<file path="config.mk">
export PLATFORM = sky130hd
export DESIGN_NAME = quoted_string_escaper
export DESIGN_NICKNAME = d
export VERILOG_FILES = /design/src/rtl/qse_pkg.sv /design/src/rtl/qse_front.sv /design/src/rtl/qse_queue.sv /design/src/rtl/qse_back.sv /design/src/rtl/quoted_string_escaper.sv
export VERILOG_INCLUDE_DIRS = /design/src /design/src/rtl
export SDC_FILE = /design/constraint.sdc
export NUM_CORES = 1
export LEC_CHECK = 0
export BUFFER_PORTS_ARGS = -buffer_cell sky130_fd_sc_hd__clkbuf_2
export CAP_MARGIN = 10
export CORE_UTILIZATION = 29
export CTS_CLUSTER_SIZE = 24
export DETAILED_ROUTE_END_ITERATION = 7
export PLACE_DENSITY = 0.48
export SYNTH_ARGS = -nofsm -noshare
export SYNTH_HDL_FRONTEND = slang
export SYNTH_SLANG_ARGS = --single-unit
</file>
<file path="constraint.sdc">
create_clock -name clk -period 4 [get_ports clk]
set_input_delay 0.8 -clock clk [delete_from_list [all_inputs] [get_ports clk]]
set_output_delay 0.8 -clock clk [all_outputs]
set_load 0.005 [all_outputs]
</file>
<file path="src/rtl/assert_macros.svh">
// ----------------------------------------------------------------------------
// assert_macros.svh
// shared assertion macros for the escaper rtl
// ----------------------------------------------------------------------------
`ifndef ASSERT_MACROS_SVH
`define ASSERT_MACROS_SVH

// checked at every edge outside reset
`define ASSERT_CLK(label, clk, rst, prop, msg) \
  label: assert property (@(posedge clk) disable iff (rst) (prop)) else $error(msg);

// checked at every edge, reset included
`define ASSERT_ALWAYS(label, clk, prop, msg) \
  label: assert property (@(posedge clk) (prop)) else $error(msg);

`endif

</file>
<file path="src/rtl/qse_pkg.sv">
// ----------------------------------------------------------------------------
// qse_pkg
// types, character constants and the byte classifier of the string escaper
// ----------------------------------------------------------------------------
package qse_pkg;

  localparam logic [7:0] QUOTE_CH     = 8'h27;
  localparam logic [7:0] BACKSLASH_CH = 8'h5C;
  localparam logic [7:0] PRINT_LO     = 8'd32;
  localparam logic [7:0] PRINT_HI     = 8'd126;
  localparam logic [7:0] HIGH_LO      = 8'd160;
  localparam logic [7:0] DIGIT_ZERO   = 8'h30;
  localparam logic [7:0] NO_LETTER    = 8'h00;

  // how the back end expands one word
  typedef enum logic [1:0] {
    CLS_PASS,   // byte as is
    CLS_ESC,    // backslash then ch
    CLS_OCT,    // backslash then three octal digits of ch
    CLS_EMPTY   // two quotes only
  } cls_t;

  typedef struct packed {
    cls_t       cls;
    logic [7:0] ch;
    logic       starts;
    logic       ends;
  } desc_t;

  function automatic logic [7:0] control_letter(input logic [7:0] c);
    logic [7:0] r;
    r = NO_LETTER;
    unique case (c)
      8'd7:    r = 8'h61; // a
      8'd8:    r = 8'h62; // b
      8'd9:    r = 8'h74; // t
      8'd10:   r = 8'h6E; // n
      8'd11:   r = 8'h76; // v
      8'd12:   r = 8'h66; // f
      8'd13:   r = 8'h72; // r
      default: r = NO_LETTER;
    endcase
    return r;
  endfunction

  function automatic desc_t classify(input logic [7:0] c, input logic starts,
                                     input logic ends, input logic empty);
    desc_t      d;
    logic [7:0] letter;
    letter   = control_letter(c);
    d.ch     = c;
    d.starts = starts;
    d.ends   = ends;
    if (empty) begin
      d.cls    = CLS_EMPTY;
      d.starts = 1'b0;
      d.ends   = 1'b0;
    end else if (c == QUOTE_CH || c == BACKSLASH_CH) begin
      d.cls = CLS_ESC;
    end else if ((c >= PRINT_LO && c <= PRINT_HI) || c >= HIGH_LO) begin
      d.cls = CLS_PASS;
    end else if (letter != NO_LETTER) begin
      d.cls = CLS_ESC;
      d.ch  = letter;
    end else begin
      d.cls = CLS_OCT;
    end
    return d;
  endfunction

endpackage

</file>
<file path="src/rtl/qse_front.sv">
// ----------------------------------------------------------------------------
// qse_front
// input stage: takes raw characters, classifies them, pushes descriptors
// ----------------------------------------------------------------------------
module qse_front (
  input  logic          clk,
  input  logic          rst,
  input  logic          in_valid,
  output logic          in_ready,
  input  logic [7:0]    char_byte,
  input  logic          starts_string,
  input  logic          ends_string,
  input  logic          empty_string,
  output logic          push,
  output qse_pkg::desc_t push_desc,
  input  logic          queue_full
);
  import qse_pkg::*;

  logic  held;
  desc_t desc;

  assign push      = held && !queue_full;
  assign push_desc = desc;
  assign in_ready  = !held || !queue_full;

  always_ff @(posedge clk) begin
    if (rst) begin
      held <= 1'b0;
    end else if (in_valid && in_ready) begin
      held <= 1'b1;
    end else if (push) begin
      held <= 1'b0;
    end
  end

  always_ff @(posedge clk) begin
    if (in_valid && in_ready) begin
      desc <= classify(char_byte, starts_string, ends_string, empty_string);
    end
  end

endmodule

</file>
<file path="src/rtl/qse_queue.sv">
// ----------------------------------------------------------------------------
// qse_queue
// small descriptor queue between the front and back ends
// ----------------------------------------------------------------------------
`include "assert_macros.svh"

module qse_queue #(
  parameter int DEPTH = 4
) (
  input  logic           clk,
  input  logic           rst,
  input  logic           push,
  input  qse_pkg::desc_t push_desc,
  output logic           full,
  input  logic           pop,
  output qse_pkg::desc_t head_desc,
  output logic           not_empty
);
  import qse_pkg::*;

  localparam int AW = (DEPTH > 1) ? $clog2(DEPTH) : 1;
  localparam int CW = $clog2(DEPTH + 1);

  desc_t         slots [DEPTH];
  logic [AW-1:0] wr_ptr;
  logic [AW-1:0] rd_ptr;
  logic [CW-1:0] count;

  assign full      = (count == CW'(DEPTH));
  assign not_empty = (count != '0);
  assign head_desc = slots[rd_ptr];

  always_ff @(posedge clk) begin
    if (push) begin
      slots[wr_ptr] <= push_desc;
    end
  end

  always_ff @(posedge clk) begin
    if (rst) begin
      wr_ptr <= '0;
      rd_ptr <= '0;
      count  <= '0;
    end else begin
      if (push) begin
        wr_ptr <= (wr_ptr == AW'(DEPTH - 1)) ? '0 : wr_ptr + 1'b1;
      end
      if (pop) begin
        rd_ptr <= (rd_ptr == AW'(DEPTH - 1)) ? '0 : rd_ptr + 1'b1;
      end
      if (push && !pop) begin
        count <= count + 1'b1;
      end else if (pop && !push) begin
        count <= count - 1'b1;
      end
    end
  end

  `ASSERT_CLK(a_no_overflow, clk, rst, !(push && full), "push into a full queue")
  `ASSERT_CLK(a_no_underflow, clk, rst, !(pop && !not_empty), "pop from an empty queue")
  `ASSERT_ALWAYS(a_count_range, clk, rst || count <= CW'(DEPTH), "queue count out of range")

endmodule

</file>
<file path="src/rtl/qse_back.sv">
// ----------------------------------------------------------------------------
// qse_back
// output sequencer: expands one descriptor into its escaped bytes
// ----------------------------------------------------------------------------
`include "assert_macros.svh"

module qse_back (
  input  logic           clk,
  input  logic           rst,
  input  qse_pkg::desc_t head_desc,
  input  logic           not_empty,
  output logic           pop,
  output logic           out_valid,
  input  logic           out_ready,
  output logic [7:0]     out_byte,
  output logic           last_of_run
);
  import qse_pkg::*;

  logic [2:0] pos;
  logic [2:0] body_len;
  logic [2:0] total;
  logic [2:0] body_idx;
  logic [7:0] body_byte;
  logic [7:0] cur_byte;
  logic       cur_last;
  logic       produce;

  always_comb begin
    unique case (head_desc.cls)
      CLS_PASS:  body_len = 3'd1;
      CLS_ESC:   body_len = 3'd2;
      CLS_OCT:   body_len = 3'd4;
      CLS_EMPTY: body_len = 3'd2;
      default:   body_len = 3'd1;
    endcase
  end

  assign total    = {2'b00, head_desc.starts} + body_len + {2'b00, head_desc.ends};
  assign body_idx = pos - {2'b00, head_desc.starts};

  always_comb begin
    body_byte = BACKSLASH_CH;
    unique case (head_desc.cls)
      CLS_PASS:  body_byte = head_desc.ch;
      CLS_ESC:   body_byte = (body_idx == 3'd0) ? BACKSLASH_CH : head_desc.ch;
      CLS_EMPTY: body_byte = QUOTE_CH;
      CLS_OCT: begin
        case (body_idx)
          3'd0:    body_byte = BACKSLASH_CH;
          3'd1:    body_byte = DIGIT_ZERO + {6'd0, head_desc.ch[7:6]};
          3'd2:    body_byte = DIGIT_ZERO + {5'd0, head_desc.ch[5:3]};
          default: body_byte = DIGIT_ZERO + {5'd0, head_desc.ch[2:0]};
        endcase
      end
      default:   body_byte = head_desc.ch;
    endcase
  end

  // opening quote, then body, then closing quote
  always_comb begin
    if (head_desc.starts && pos == 3'd0) begin
      cur_byte = QUOTE_CH;
    end else if (body_idx < body_len) begin
      cur_byte = body_byte;
    end else begin
      cur_byte = QUOTE_CH;
    end
  end

  assign cur_last = (pos == total - 3'd1);
  assign produce  = not_empty && (!out_valid || out_ready);
  assign pop      = produce && cur_last;

  always_ff @(posedge clk) begin
    if (rst) begin
      pos       <= '0;
      out_valid <= 1'b0;
    end else begin
      if (produce) begin
        pos       <= cur_last ? 3'd0 : pos + 3'd1;
        out_valid <= 1'b1;
      end else if (out_ready) begin
        out_valid <= 1'b0;
      end
    end
  end

  always_ff @(posedge clk) begin
    if (produce) begin
      out_byte    <= cur_byte;
      last_of_run <= cur_last;
    end
  end

  `ASSERT_CLK(a_mid_item_held, clk, rst, pos != 3'd0 |-> not_empty, "expansion lost its word")
  `ASSERT_CLK(a_pos_range, clk, rst, pos < 3'd6, "output position beyond six bytes")

endmodule

</file>
<file path="src/rtl/quoted_string_escaper.sv">
// ----------------------------------------------------------------------------
// quoted_string_escaper
// c-style quoting and escaping of a byte string, one character word in
// ----------------------------------------------------------------------------
//  channel | handshake            | payload
//  in      | in_valid / in_ready  | char_byte, starts_string, ends_string, empty_string
//  out     | out_valid / out_ready| out_byte, last_of_run
//
// each input word yields 1 to 6 output words, one per cycle from the back end
// while out_ready is high; octal escapes with both quotes give 6, plain characters 1
// the output byte stream sets the rate; DEPTH words buffer between the ends
// first output word passes the input register, a queue slot and the output register
// synchronous reset empties the input register, queue and output register
// ----------------------------------------------------------------------------
module quoted_string_escaper #(
  parameter int DEPTH = 4
) (
  input  logic       clk,
  input  logic       rst,
  input  logic       in_valid,
  output logic       in_ready,
  input  logic [7:0] char_byte,
  input  logic       starts_string,
  input  logic       ends_string,
  input  logic       empty_string,
  output logic       out_valid,
  input  logic       out_ready,
  output logic [7:0] out_byte,
  output logic       last_of_run
);
  import qse_pkg::*;

  logic  push;
  logic  pop;
  logic  full;
  logic  not_empty;
  desc_t push_desc;
  desc_t head_desc;

  qse_front u_front (
    .clk           (clk),
    .rst           (rst),
    .in_valid      (in_valid),
    .in_ready      (in_ready),
    .char_byte     (char_byte),
    .starts_string (starts_string),
    .ends_string   (ends_string),
    .empty_string  (empty_string),
    .push          (push),
    .push_desc     (push_desc),
    .queue_full    (full)
  );

  qse_queue #(
    .DEPTH (DEPTH)
  ) u_queue (
    .clk       (clk),
    .rst       (rst),
    .push      (push),
    .push_desc (push_desc),
    .full      (full),
    .pop       (pop),
    .head_desc (head_desc),
    .not_empty (not_empty)
  );

  qse_back u_back (
    .clk         (clk),
    .rst         (rst),
    .head_desc   (head_desc),
    .not_empty   (not_empty),
    .pop         (pop),
    .out_valid   (out_valid),
    .out_ready   (out_ready),
    .out_byte    (out_byte),
    .last_of_run (last_of_run)
  );

endmodule

</file>
==> flow_summary.yaml, run 1 <==
drt:
  via_per_inst: 4.56
  ant_nets: 0
  drc: 0
  wire_per_inst_um: 13.8
  drt_first_pass_iters: 4
  vias: 2190
  drt_iter0_markers: 125
  routed_wl_um: 6620
timing:
  tightest_slew_ns: 0.672
  hold_viol_final: 0
  slew-limit-headroom: 0.552
  setup_viol: 0
  finalCritPeriodShare: 0.947
  drv_slew: 0
  clock-skew-final_ns: 0.00416
  fin_crit_ns: 3.79
  whs_ns: 0.498
  timing.fmax_ghz: 0.264
  rsz0062_at_grt: "no"
logic_synthesis:
  syn_nets: 299
  async_reset_ff_frac: 0
  synth_cell_types: 52
  ys_warn_count: 0
  synth_ff_type: "edfxtp_1"
  syn_area_um2: 3820
  synth-edff-count: 69
  ys_ff_latch: 83
  netlist_instances: 268
  synth.avg_cell_area_um2: 14.3
  ys_seq_area_frac: 0.615
die:
  die_w_um: 117
  dieHeight_um: 117
  die_area_um2: 13700
  core-area_um2: 12700
  rows: 41
  start_util: 0.301
  io_pins: 26
global_route:
  track_usage: 0.111
  grt_pass1_wl_um: 11100
  grt_pass1_vias: 2143
  overflow: 0
  grt_antenna_before_repair: 0
  grt_max_degree: 17
power_and_ir_drop:
  p_per_area_nw_per_um2: 639
  intPower_w: 0.00194
  power_frac_seq: 0.412
  pwr-share-clk: 0.268
  power.switching_w: 0.000928
  switching_share: 0.324
  p_comb_frac: 0.320
  p_leak_nw: 1.60
  ir_drop_mv: 0.191
setup_path:
  critPathKind: "reg -> reg"
  required_ns: 4.26
  cpMostUsedCell: "inv_1"
  path_buf_inv: 4
  path_cells: "mux4_2 > or2_4 > ha_4 > inv_1 > ha_1 > inv_1 > fa_2 > xor2_1 > or3_4 > a211oi_4 > inv_1 > ha_2 > inv_2 > fa_2 > xor2_1 > or3_1 > a21oi_1"
  cp_slowest_stage_delay_ns: 0.52
  cp_max_fo: 4
  crit_family: "adder cells"
  cp.arrival_ns: 4.05
  worstSetupStartpointType: "register"
  end_kind: "register"
  critical-path-slowest-cell: "mux4_2"
final_layout:
  fill_cells: 1277
  final_common_cell: "edfxtp_1"
  drive_gt1_frac: 0.237
  insertedDiodeCount: 0
  area_growth_pct: 17.3
  final_cell_mix: "edfxtp_1, clkbuf_2, inv_1"
  nNetsFinal: 334
  fin_cells: 480
  utilization: 0.353
clock_tree:
  root_buffer: "clkbuf_16"
  clk_pin_slew_ns: 0.06
  cts_sinks: 83
  cts_tree: "built"
  cts_hold_buf: 0
  clk_latency_ns: 0.34
  h-tree-depth: 3
  cts_max_path_buffers: 2
  post_cts.repair.setup_buffers: 0
  numCtsBuffers: 9
run:
  max_cap_viol_count: 0
worst_hold_path:
  hold_path_class: "reg -> reg"
outcome:
  status: "finished, final reports clean"
place:
  place_inst: 464
  gp_congestion: 0.741
  place.port_buffers: 25
  dpl.hpwl_um: 4700
## routing by layer
metal,vias up,routed length (µm),track usage
met3,10,266,0.0278
met2,48,2990,0.168
met5,-,0,0
met1,1039,3220,0.144
li1,1093,-,-
met4,0,138,0.0633
## flip-flops by register name, summed over array words and instances, names as in the netlist, named ones only
| signal | cells |
|---|---|
| u_back.last_of_run | 1 |
| u_back.out_valid | 1 |
| u_queue.count | 3 |
| u_queue.slots | 48 |
| u_back.pos | 3 |
| u_queue.rd_ptr | 2 |
| u_back.out_byte | 8 |
| u_queue.wr_ptr | 2 |
| u_front.held | 1 |
| u_front.push_desc | 12 |
## cell families (layout without fill, tap and decap cells)
group / after synthesis / after routing / synth area share
AOI/OAI and AO/OA: 44 / 44 / 0.0854
xor gates and xnor gates: 7 / 7 / 0.0160
adders and majority gates: 16 / 16 / 0.0563
buffers and inverters: 33 / 73 / 0.0347
DFF: 83 / 83 / 0.615
muxes: 21 / 21 / 0.0945
and+or+nand+nor: 64 / 64 / 0.0981
## power groups by stage
stage	registers, W	logic [W]	clock network, W
6_report	0.00118	0.000918	0.000769
4_1_cts	0.00118	0.000936	0.000791
3_5_place_dp	0.00120	0.000930	0
5_1_grt	0.00120	0.00104	0.000825
3_3_place_gp	0.00120	0.000921	0
2_1_floorplan	0.00118	0.000700	0
## final cells by class
cell class,instances,area (µm²),share of cell area
sequential,83,2350,0.525
multi-input combinational,152,1360,0.304
tap,172,215,0.0480
timing repair buffer,34,193,0.0429
inverter,23,86.3,0.0192
clock inverter,7,51.3,0.0114
clock buffer,9,225,0.0502
## timing repair
action / in CTS / in global routing
setup endpoints to repair: 0 / 1
resized for setup: 0 / 1
hold endpoints to repair: 0 / 0
## final timing paths
check                           slack, ns                            from  cells past startpoint                            end
worst max-delay path                 0.21                        register                     17  u_queue.count[2]$_SDFFE_PP0P_
worst min-delay path                 0.50  u_front.push_desc[3]$_DFFE_PP_                      0  u_queue.slots[3][3]$_DFFE_PP_
worst max register to register       0.21                        register                     17  u_queue.count[2]$_SDFFE_PP0P_
worst min register to register       0.50  u_front.push_desc[3]$_DFFE_PP_                      0  u_queue.slots[3][3]$_DFFE_PP_
## through the flow
step           cell area, µm²  power [W]  setup slack (ns)  setup TNS (ns)
2_1_floorplan            3860    0.00188          -0.00506        -0.00506
3_3_place_gp             4210    0.00212             0.204               0
3_5_place_dp             4210    0.00213             0.145               0
4_1_cts                  4490    0.00291             0.121               0
5_1_grt                  4490    0.00307            0.0481               0
6_report                 4490    0.00287             0.210               0
## cell usage after synthesis (all sizes together) (7+ instances only)
cell type,n,share of area
edfxtp,69,0.54
inv,23,0.023
dfxtp,14,0.073
ha,14,0.046
mux4,12,0.071
a21oi,11,0.014
nor2,9,0.0088
mux2i,8,0.021
nand2b,8,0.013
clkbuf,7,0.0069
nand2,7,0.0069
o21ai,7,0.0092
No activity file was read; power rests on OpenSTA's default activity.
==> inputs of run 2 (changes only) <==
- ABC_AREA: unset -> 1
- CORE_MARGIN: unset -> 4
==> run 2 against run 1 <==
Compared with the run above: clock skew hardly changed; total power is 8.2% higher; routed wire length is 13% higher; largest cell class unchanged; critical path depth stayed put; register-to-register slack better by 0.15 ns; synthesized area is 4.2% higher; combinational power is 14% higher; setup slack better by 0.15 ns; critical path type unchanged; utilization is 0.54 points lower; largest power group unchanged; clock power is 14% higher.
==> flow_summary.yaml, run 2 <==
place:
  gp_congestion: 0.881
  placed_area_um2: 4300
  place.port_buffers: 25
  dpl.hpwl_um: 5490
  place_inst: 576
timing:
  fin_crit_ns: 3.64
  hold_viol_final: 0
  slew-limit-headroom: 0.667
  drv_slew: 0
  clock-skew-final_ns: 0.00412
  rsz0062_at_grt: "no"
  tightest_slew_ns: 0.498
  setup_viol: 0
  whs_ns: 0.503
  timing.fmax_ghz: 0.275
  tns_ns: 0
  finalCritPeriodShare: 0.909
power_and_ir_drop:
  pwr-share-clk: 0.282
  switching_share: 0.342
  p_comb_frac: 0.339
  p_per_area_nw_per_um2: 669
  power.switching_w: 0.00106
  ir_drop_mv: 0.233
  intPower_w: 0.00204
  p_leak_nw: 1.85
  power_frac_seq: 0.379
clock_tree:
  h-tree-depth: 3
  clk_pin_slew_ns: 0.06
  cts_sinks: 83
  post_cts.repair.setup_buffers: 0
  post_cts_resized: 0
  cts_tree: "built"
  cts_max_path_buffers: 2
  clk_latency_ns: 0.33
  root_buffer: "clkbuf_16"
  numCtsBuffers: 9
  cts_hold_buf: 0
final_layout:
  drive_gt1_frac: 0.192
  regMostFlops: "u_queue.slots"
  nNetsFinal: 443
  finalInstanceArea_um2: 4640
  largest_reg_flops: 48
  final_cell_mix: "edfxtp_1, nand2_1, nor2_1"
  final_common_cell: "edfxtp_1"
  insertedDiodeCount: 0
  area_growth_pct: 16.3
  fin_cells: 593
outcome:
  status: "finished, final reports clean"
drt:
  drt_first_pass_iters: 5
  vias: 2618
  drt_iter0_markers: 151
  wire_per_inst_um: 12.7
  ant_nets: 0
  via_per_inst: 4.41
  routed_wl_um: 7510
  drc: 0
setup_path:
  cp_max_fo: 15
  required_ns: 4.22
  r2r_slack_ns: 0.36
  cp_slowest_stage_delay_ns: 0.41
  path_buf_inv: 5
  critical-path-slowest-cell: "fa_1"
  crit_family: "adder cells"
  critPathKind: "reg -> reg"
  path_cells: "inv_4 > buf_4 > nand2_1 > a32o_1 > ha_1 > inv_1 > ha_1 > inv_1 > fa_1 > or2_2 > a21oi_2 > nand3_4 > ha_1 > inv_1 > fa_1 > o21ai_0 > nor2_1"
  cp.arrival_ns: 3.86
  worstSetupStartpointType: "register"
  end_kind: "register"
die:
  dieHeight_um: 125
  rows: 42
  start_util: 0.299
  io_pins: 26
  die_w_um: 125
  core-area_um2: 13300
  die_area_um2: 15700
global_route:
  grt_max_degree: 17
  grt_pass1_vias: 2661
  track_usage: 0.102
  overflow: 0
  grt_pass1_wl_um: 12800
  grt_antenna_before_repair: 0
logic_synthesis:
  yosysTopAreaCellShare: 0.520
  syn_nets: 411
  synth_ff_type: "edfxtp_1"
  ys_ff_latch: 83
  synth-edff-count: 69
  synthMostInstantiatedCell: "edfxtp_1"
  synth_cell_types: 42
  syn_area_um2: 3990
  synth.avg_cell_area_um2: 10.5
  yosys.area.top_type: "edfxtp_1"
  async_reset_ff_frac: 0
  synth_area_leaders: "edfxtp_1, dfxtp_1, nand2_1"
  netlist_instances: 380
  ys_seq_area_frac: 0.590
  ys_warn_count: 0
  synthTopCellsByCount: "edfxtp_1, nand2_1, nor2_1"
worst_hold_path:
  hold_path_class: "reg -> reg"
run:
  max_cap_viol_count: 0
==> run 2: power groups by stage <==
stage | logic [W] | clock network (W) | registers [W]
4_1_cts | 0.00106 | 0.000903 | 0.00118
3_3_place_gp | 0.00105 | 0 | 0.00119
6_report | 0.00105 | 0.000875 | 0.00117
2_1_floorplan | 0.000821 | 0 | 0.00117
3_5_place_dp | 0.00105 | 0 | 0.00119
5_1_grt | 0.00122 | 0.000947 | 0.00119
==> run 2: layer usage <==
layer,up-vias,GRT usage,routed length [µm],part of all wire
li1,1358,-,-,-
met1,1198,0.132,3610,0.48
met2,51,0.163,3440,0.46
met3,11,0.0235,293,0.039
met4,0,0.0453,164,0.022
met5,-,0,0,0
==> run 2: worst paths after layout <==
path / cells past startpoint / start / to
hold reg to reg: 0 / u_front.push_desc[4]$_DFFE_PP_ / u_queue.slots[2][4]$_DFFE_PP_
setup / recovery: 17 / register / u_queue.count[1]$_SDFFE_PP0P_
hold / removal: 0 / u_front.push_desc[4]$_DFFE_PP_ / u_queue.slots[2][4]$_DFFE_PP_
setup reg to reg: 17 / register / u_queue.count[1]$_SDFFE_PP0P_
==> run 2: kinds of logic (layout without fill, tap and decap cells) <==
group,count (synthesis),in the layout,share of synthesized area
compound gates,61,61,0.0845
simple gates,160,160,0.196
buf+inv,55,92,0.0628
fa+ha+maj,16,16,0.0540
xor+xnor,5,5,0.0129
flops,83,83,0.590
==> run 2: layout make-up <==
| class | count | area, µm² |
|---|---|---|
| multi-input combinational | 242 | 1390 |
| clock buffer | 11 | 233 |
| clock inverter | 5 | 86.3 |
| sequential | 83 | 2350 |
| tap | 176 | 220 |
| timing repair buffer | 32 | 181 |
| inverter | 44 | 170 |
| fill | 1350 | 8710 |
==> run 2: worst reg2reg max path, cell delays in order (launching register included) <==
cell and delay, ns:
dfxtp_2 0.38, inv_4 0.15, buf_4 0.19, nand2_1 0.06, a32o_1 0.23, ha_1 0.27, inv_1 0.04, ha_1 0.18
inv_1 0.06, fa_1 0.41, or2_2 0.31, a21oi_2 0.24, nand3_4 0.12, ha_1 0.19, inv_1 0.10, fa_1 0.41
o21ai_0 0.15, nor2_1 0.05
==> run 2: per-stage QoR <==
| step | total power (W) | util | setup slack [ns] |
|---|---|---|---|
| 6_report | 0.00310 | 0.347 | 0.363 |
| 2_1_floorplan | 0.00199 | - | 0.455 |
| 5_1_grt | 0.00335 | 0.347 | 0.0519 |
| 4_1_cts | 0.00314 | 0.346 | 0.211 |
| 3_3_place_gp | 0.00224 | 0.322 | 0.321 |
| 3_5_place_dp | 0.00225 | 0.322 | 0.225 |
==> inputs of run 3 (changes only) <==
- CTS_BUF_LIST: unset -> sky130_fd_sc_hd__clkbuf_4 sky130_fd_sc_hd__clkbuf_8 sky130_fd_sc_hd__clkbuf_16
==> run 3 against run 2 <==
Compared with the run above: die area is the same; setup slack got worse by 0.00051 ns; maximum frequency barely moved; combinational power about the same; clock power grew 1%; register-to-register slack barely moved.
==> flow_summary.yaml, run 3 (synthesis gave the netlist of run 2 again) <==
setup_path:
  end_kind: "register"
  r2r_slack_ns: 0.36
  required_ns: 4.22
  reg2reg_to: "u_queue.count[1]$_SDFFE_PP0P_"
  worstSetupStartpointType: "register"
  cp.arrival_ns: 3.86
  critPathKind: "reg -> reg"
  rr_worst_depth: 17
  cp_max_fo: 15
drt:
  via_per_inst: 4.41
  drt_iter0_markers: 148
  ant_nets: 0
  vias: 2618
  drt_first_pass_iters: 5
  drc: 0
  wire_per_inst_um: 12.7
  routed_wl_um: 7500
worst_hold_path:
  min-delay-start: "u_front.push_desc[4]$_DFFE_PP_"
  min_to: "u_queue.slots[2][4]$_DFFE_PP_"
  hold_depth: 0
  hold_path_class: "reg -> reg"
clock_tree:
  post_cts.repair.setup_buffers: 0
  cts_sinks: 83
  clk_pin_slew_ns: 0.06
  cts_hold_buf: 0
  post_cts_resized: 0
  root_buffer: "clkbuf_16"
  cts_max_path_buffers: 2
  numCtsBuffers: 9
  h-tree-depth: 3
  cts_tree: "built"
  clk_latency_ns: 0.33
final_layout:
  insertedDiodeCount: 0
  utilization: 0.348
  area_growth_pct: 16.5
  regMostFlops: "u_queue.slots"
  finalInstanceArea_um2: 4640
  multi_input_area_um2: 1390
  drive_gt1_frac: 0.197
  final_common_cell: "edfxtp_1"
  final_cell_mix: "edfxtp_1, nand2_1, nor2_1"
  nNetsFinal: 443
  register_area_um2: 2350
  largest_reg_flops: 48
  fill_cells: 1349
timing:
  setup_viol: 0
  hold_viol_final: 0
  layout_setup_ws_ns: 0.363
  fin_crit_ns: 3.64
  drv_slew: 0
  tightest_slew_ns: 0.498
  timing.fmax_ghz: 0.275
  clock-skew-final_ns: 0.00412
  finalCritPeriodShare: 0.909
  tns_ns: 0
  rsz0062_at_grt: "no"
  slew-limit-headroom: 0.667
power_and_ir_drop:
  power_w: 0.00312
  ir_drop_mv: 0.233
  p_per_area_nw_per_um2: 671
  p_leak_nw: 1.86
place:
  dpl.hpwl_um: 5490
  placed_area_um2: 4300
  post-place-ws_ns: 0.225
  place.port_buffers: 25
  gp_congestion: 0.881
global_route:
  grt_pass1_vias: 2661
  grt_antenna_before_repair: 0
  overflow: 0
  grt_max_degree: 17
  grt_pass1_wl_um: 12800
  track_usage: 0.102
run:
  max_cap_viol_count: 0
die:
  io_pins: 26
  die_w_um: 125
  start_util: 0.299
  core-area_um2: 13300
  rows: 42
  dieHeight_um: 125
  die_area_um2: 15700
outcome:
  status: "finished, final reports clean"
==> run 3: power by group <==
group          internal (W)  switching, W  leakage [nW]
registers           0.00111     0.0000690         0.752
clock network      0.000565      0.000323         0.161
logic              0.000384      0.000669         0.946
total               0.00205       0.00106          1.86
==> run 3: how the worst max path moves through the flow <==
stage	start	endpoint	slack, ns
after floorplan	register	u_queue.count[1]$_SDFFE_PP0P_	0.46
after global placement	register	u_queue.count[1]$_SDFFE_PP0P_	0.32
after detailed placement	register	u_queue.count[1]$_SDFFE_PP0P_	0.22
after CTS	register	u_queue.count[1]$_SDFFE_PP0P_	0.21
after global routing	register	u_queue.count[2]$_SDFFE_PP0P_	0.05
final	register	u_queue.count[1]$_SDFFE_PP0P_	0.36
==> run 3: layout make-up <==
cell class                 instances  share of cell area
multi-input combinational        242               0.299
tap                              176              0.0474
clock buffer                      11              0.0517
clock inverter                     5              0.0186
sequential                        83               0.507
timing repair buffer              32              0.0391
inverter                          44              0.0366
==> run 3: critical path, cell delays in order, from the launching register on <==
cell and delay [ns]:
dfxtp_2 0.38, inv_4 0.15, buf_4 0.19, nand2_1 0.06, a32o_1 0.23, ha_1 0.27
inv_1 0.04, ha_1 0.18, inv_1 0.06, fa_1 0.41, or2_2 0.31, a21oi_2 0.24
nand3_4 0.12, ha_1 0.19, inv_1 0.10, fa_1 0.40, o21ai_0 0.15, nor2_1 0.05
==> run 3: metrics by stage <==
step	hold WS (ns)	cells
6_report	0.503	593
5_1_grt	0.528	593
4_1_cts	0.508	592
3_5_place_dp	0.493	576
3_3_place_gp	0.476	576
2_1_floorplan	0.459	380
==> run 3: metal layers <==
metal	wire length [µm]	track usage	vias up	part of all wire
met3	299	0.0235	11	0.040
met4	164	0.0453	0	0.022
met5	0	0	-	0
li1	-	-	1358	-
met2	3430	0.163	52	0.46
met1	3610	0.132	1197	0.48
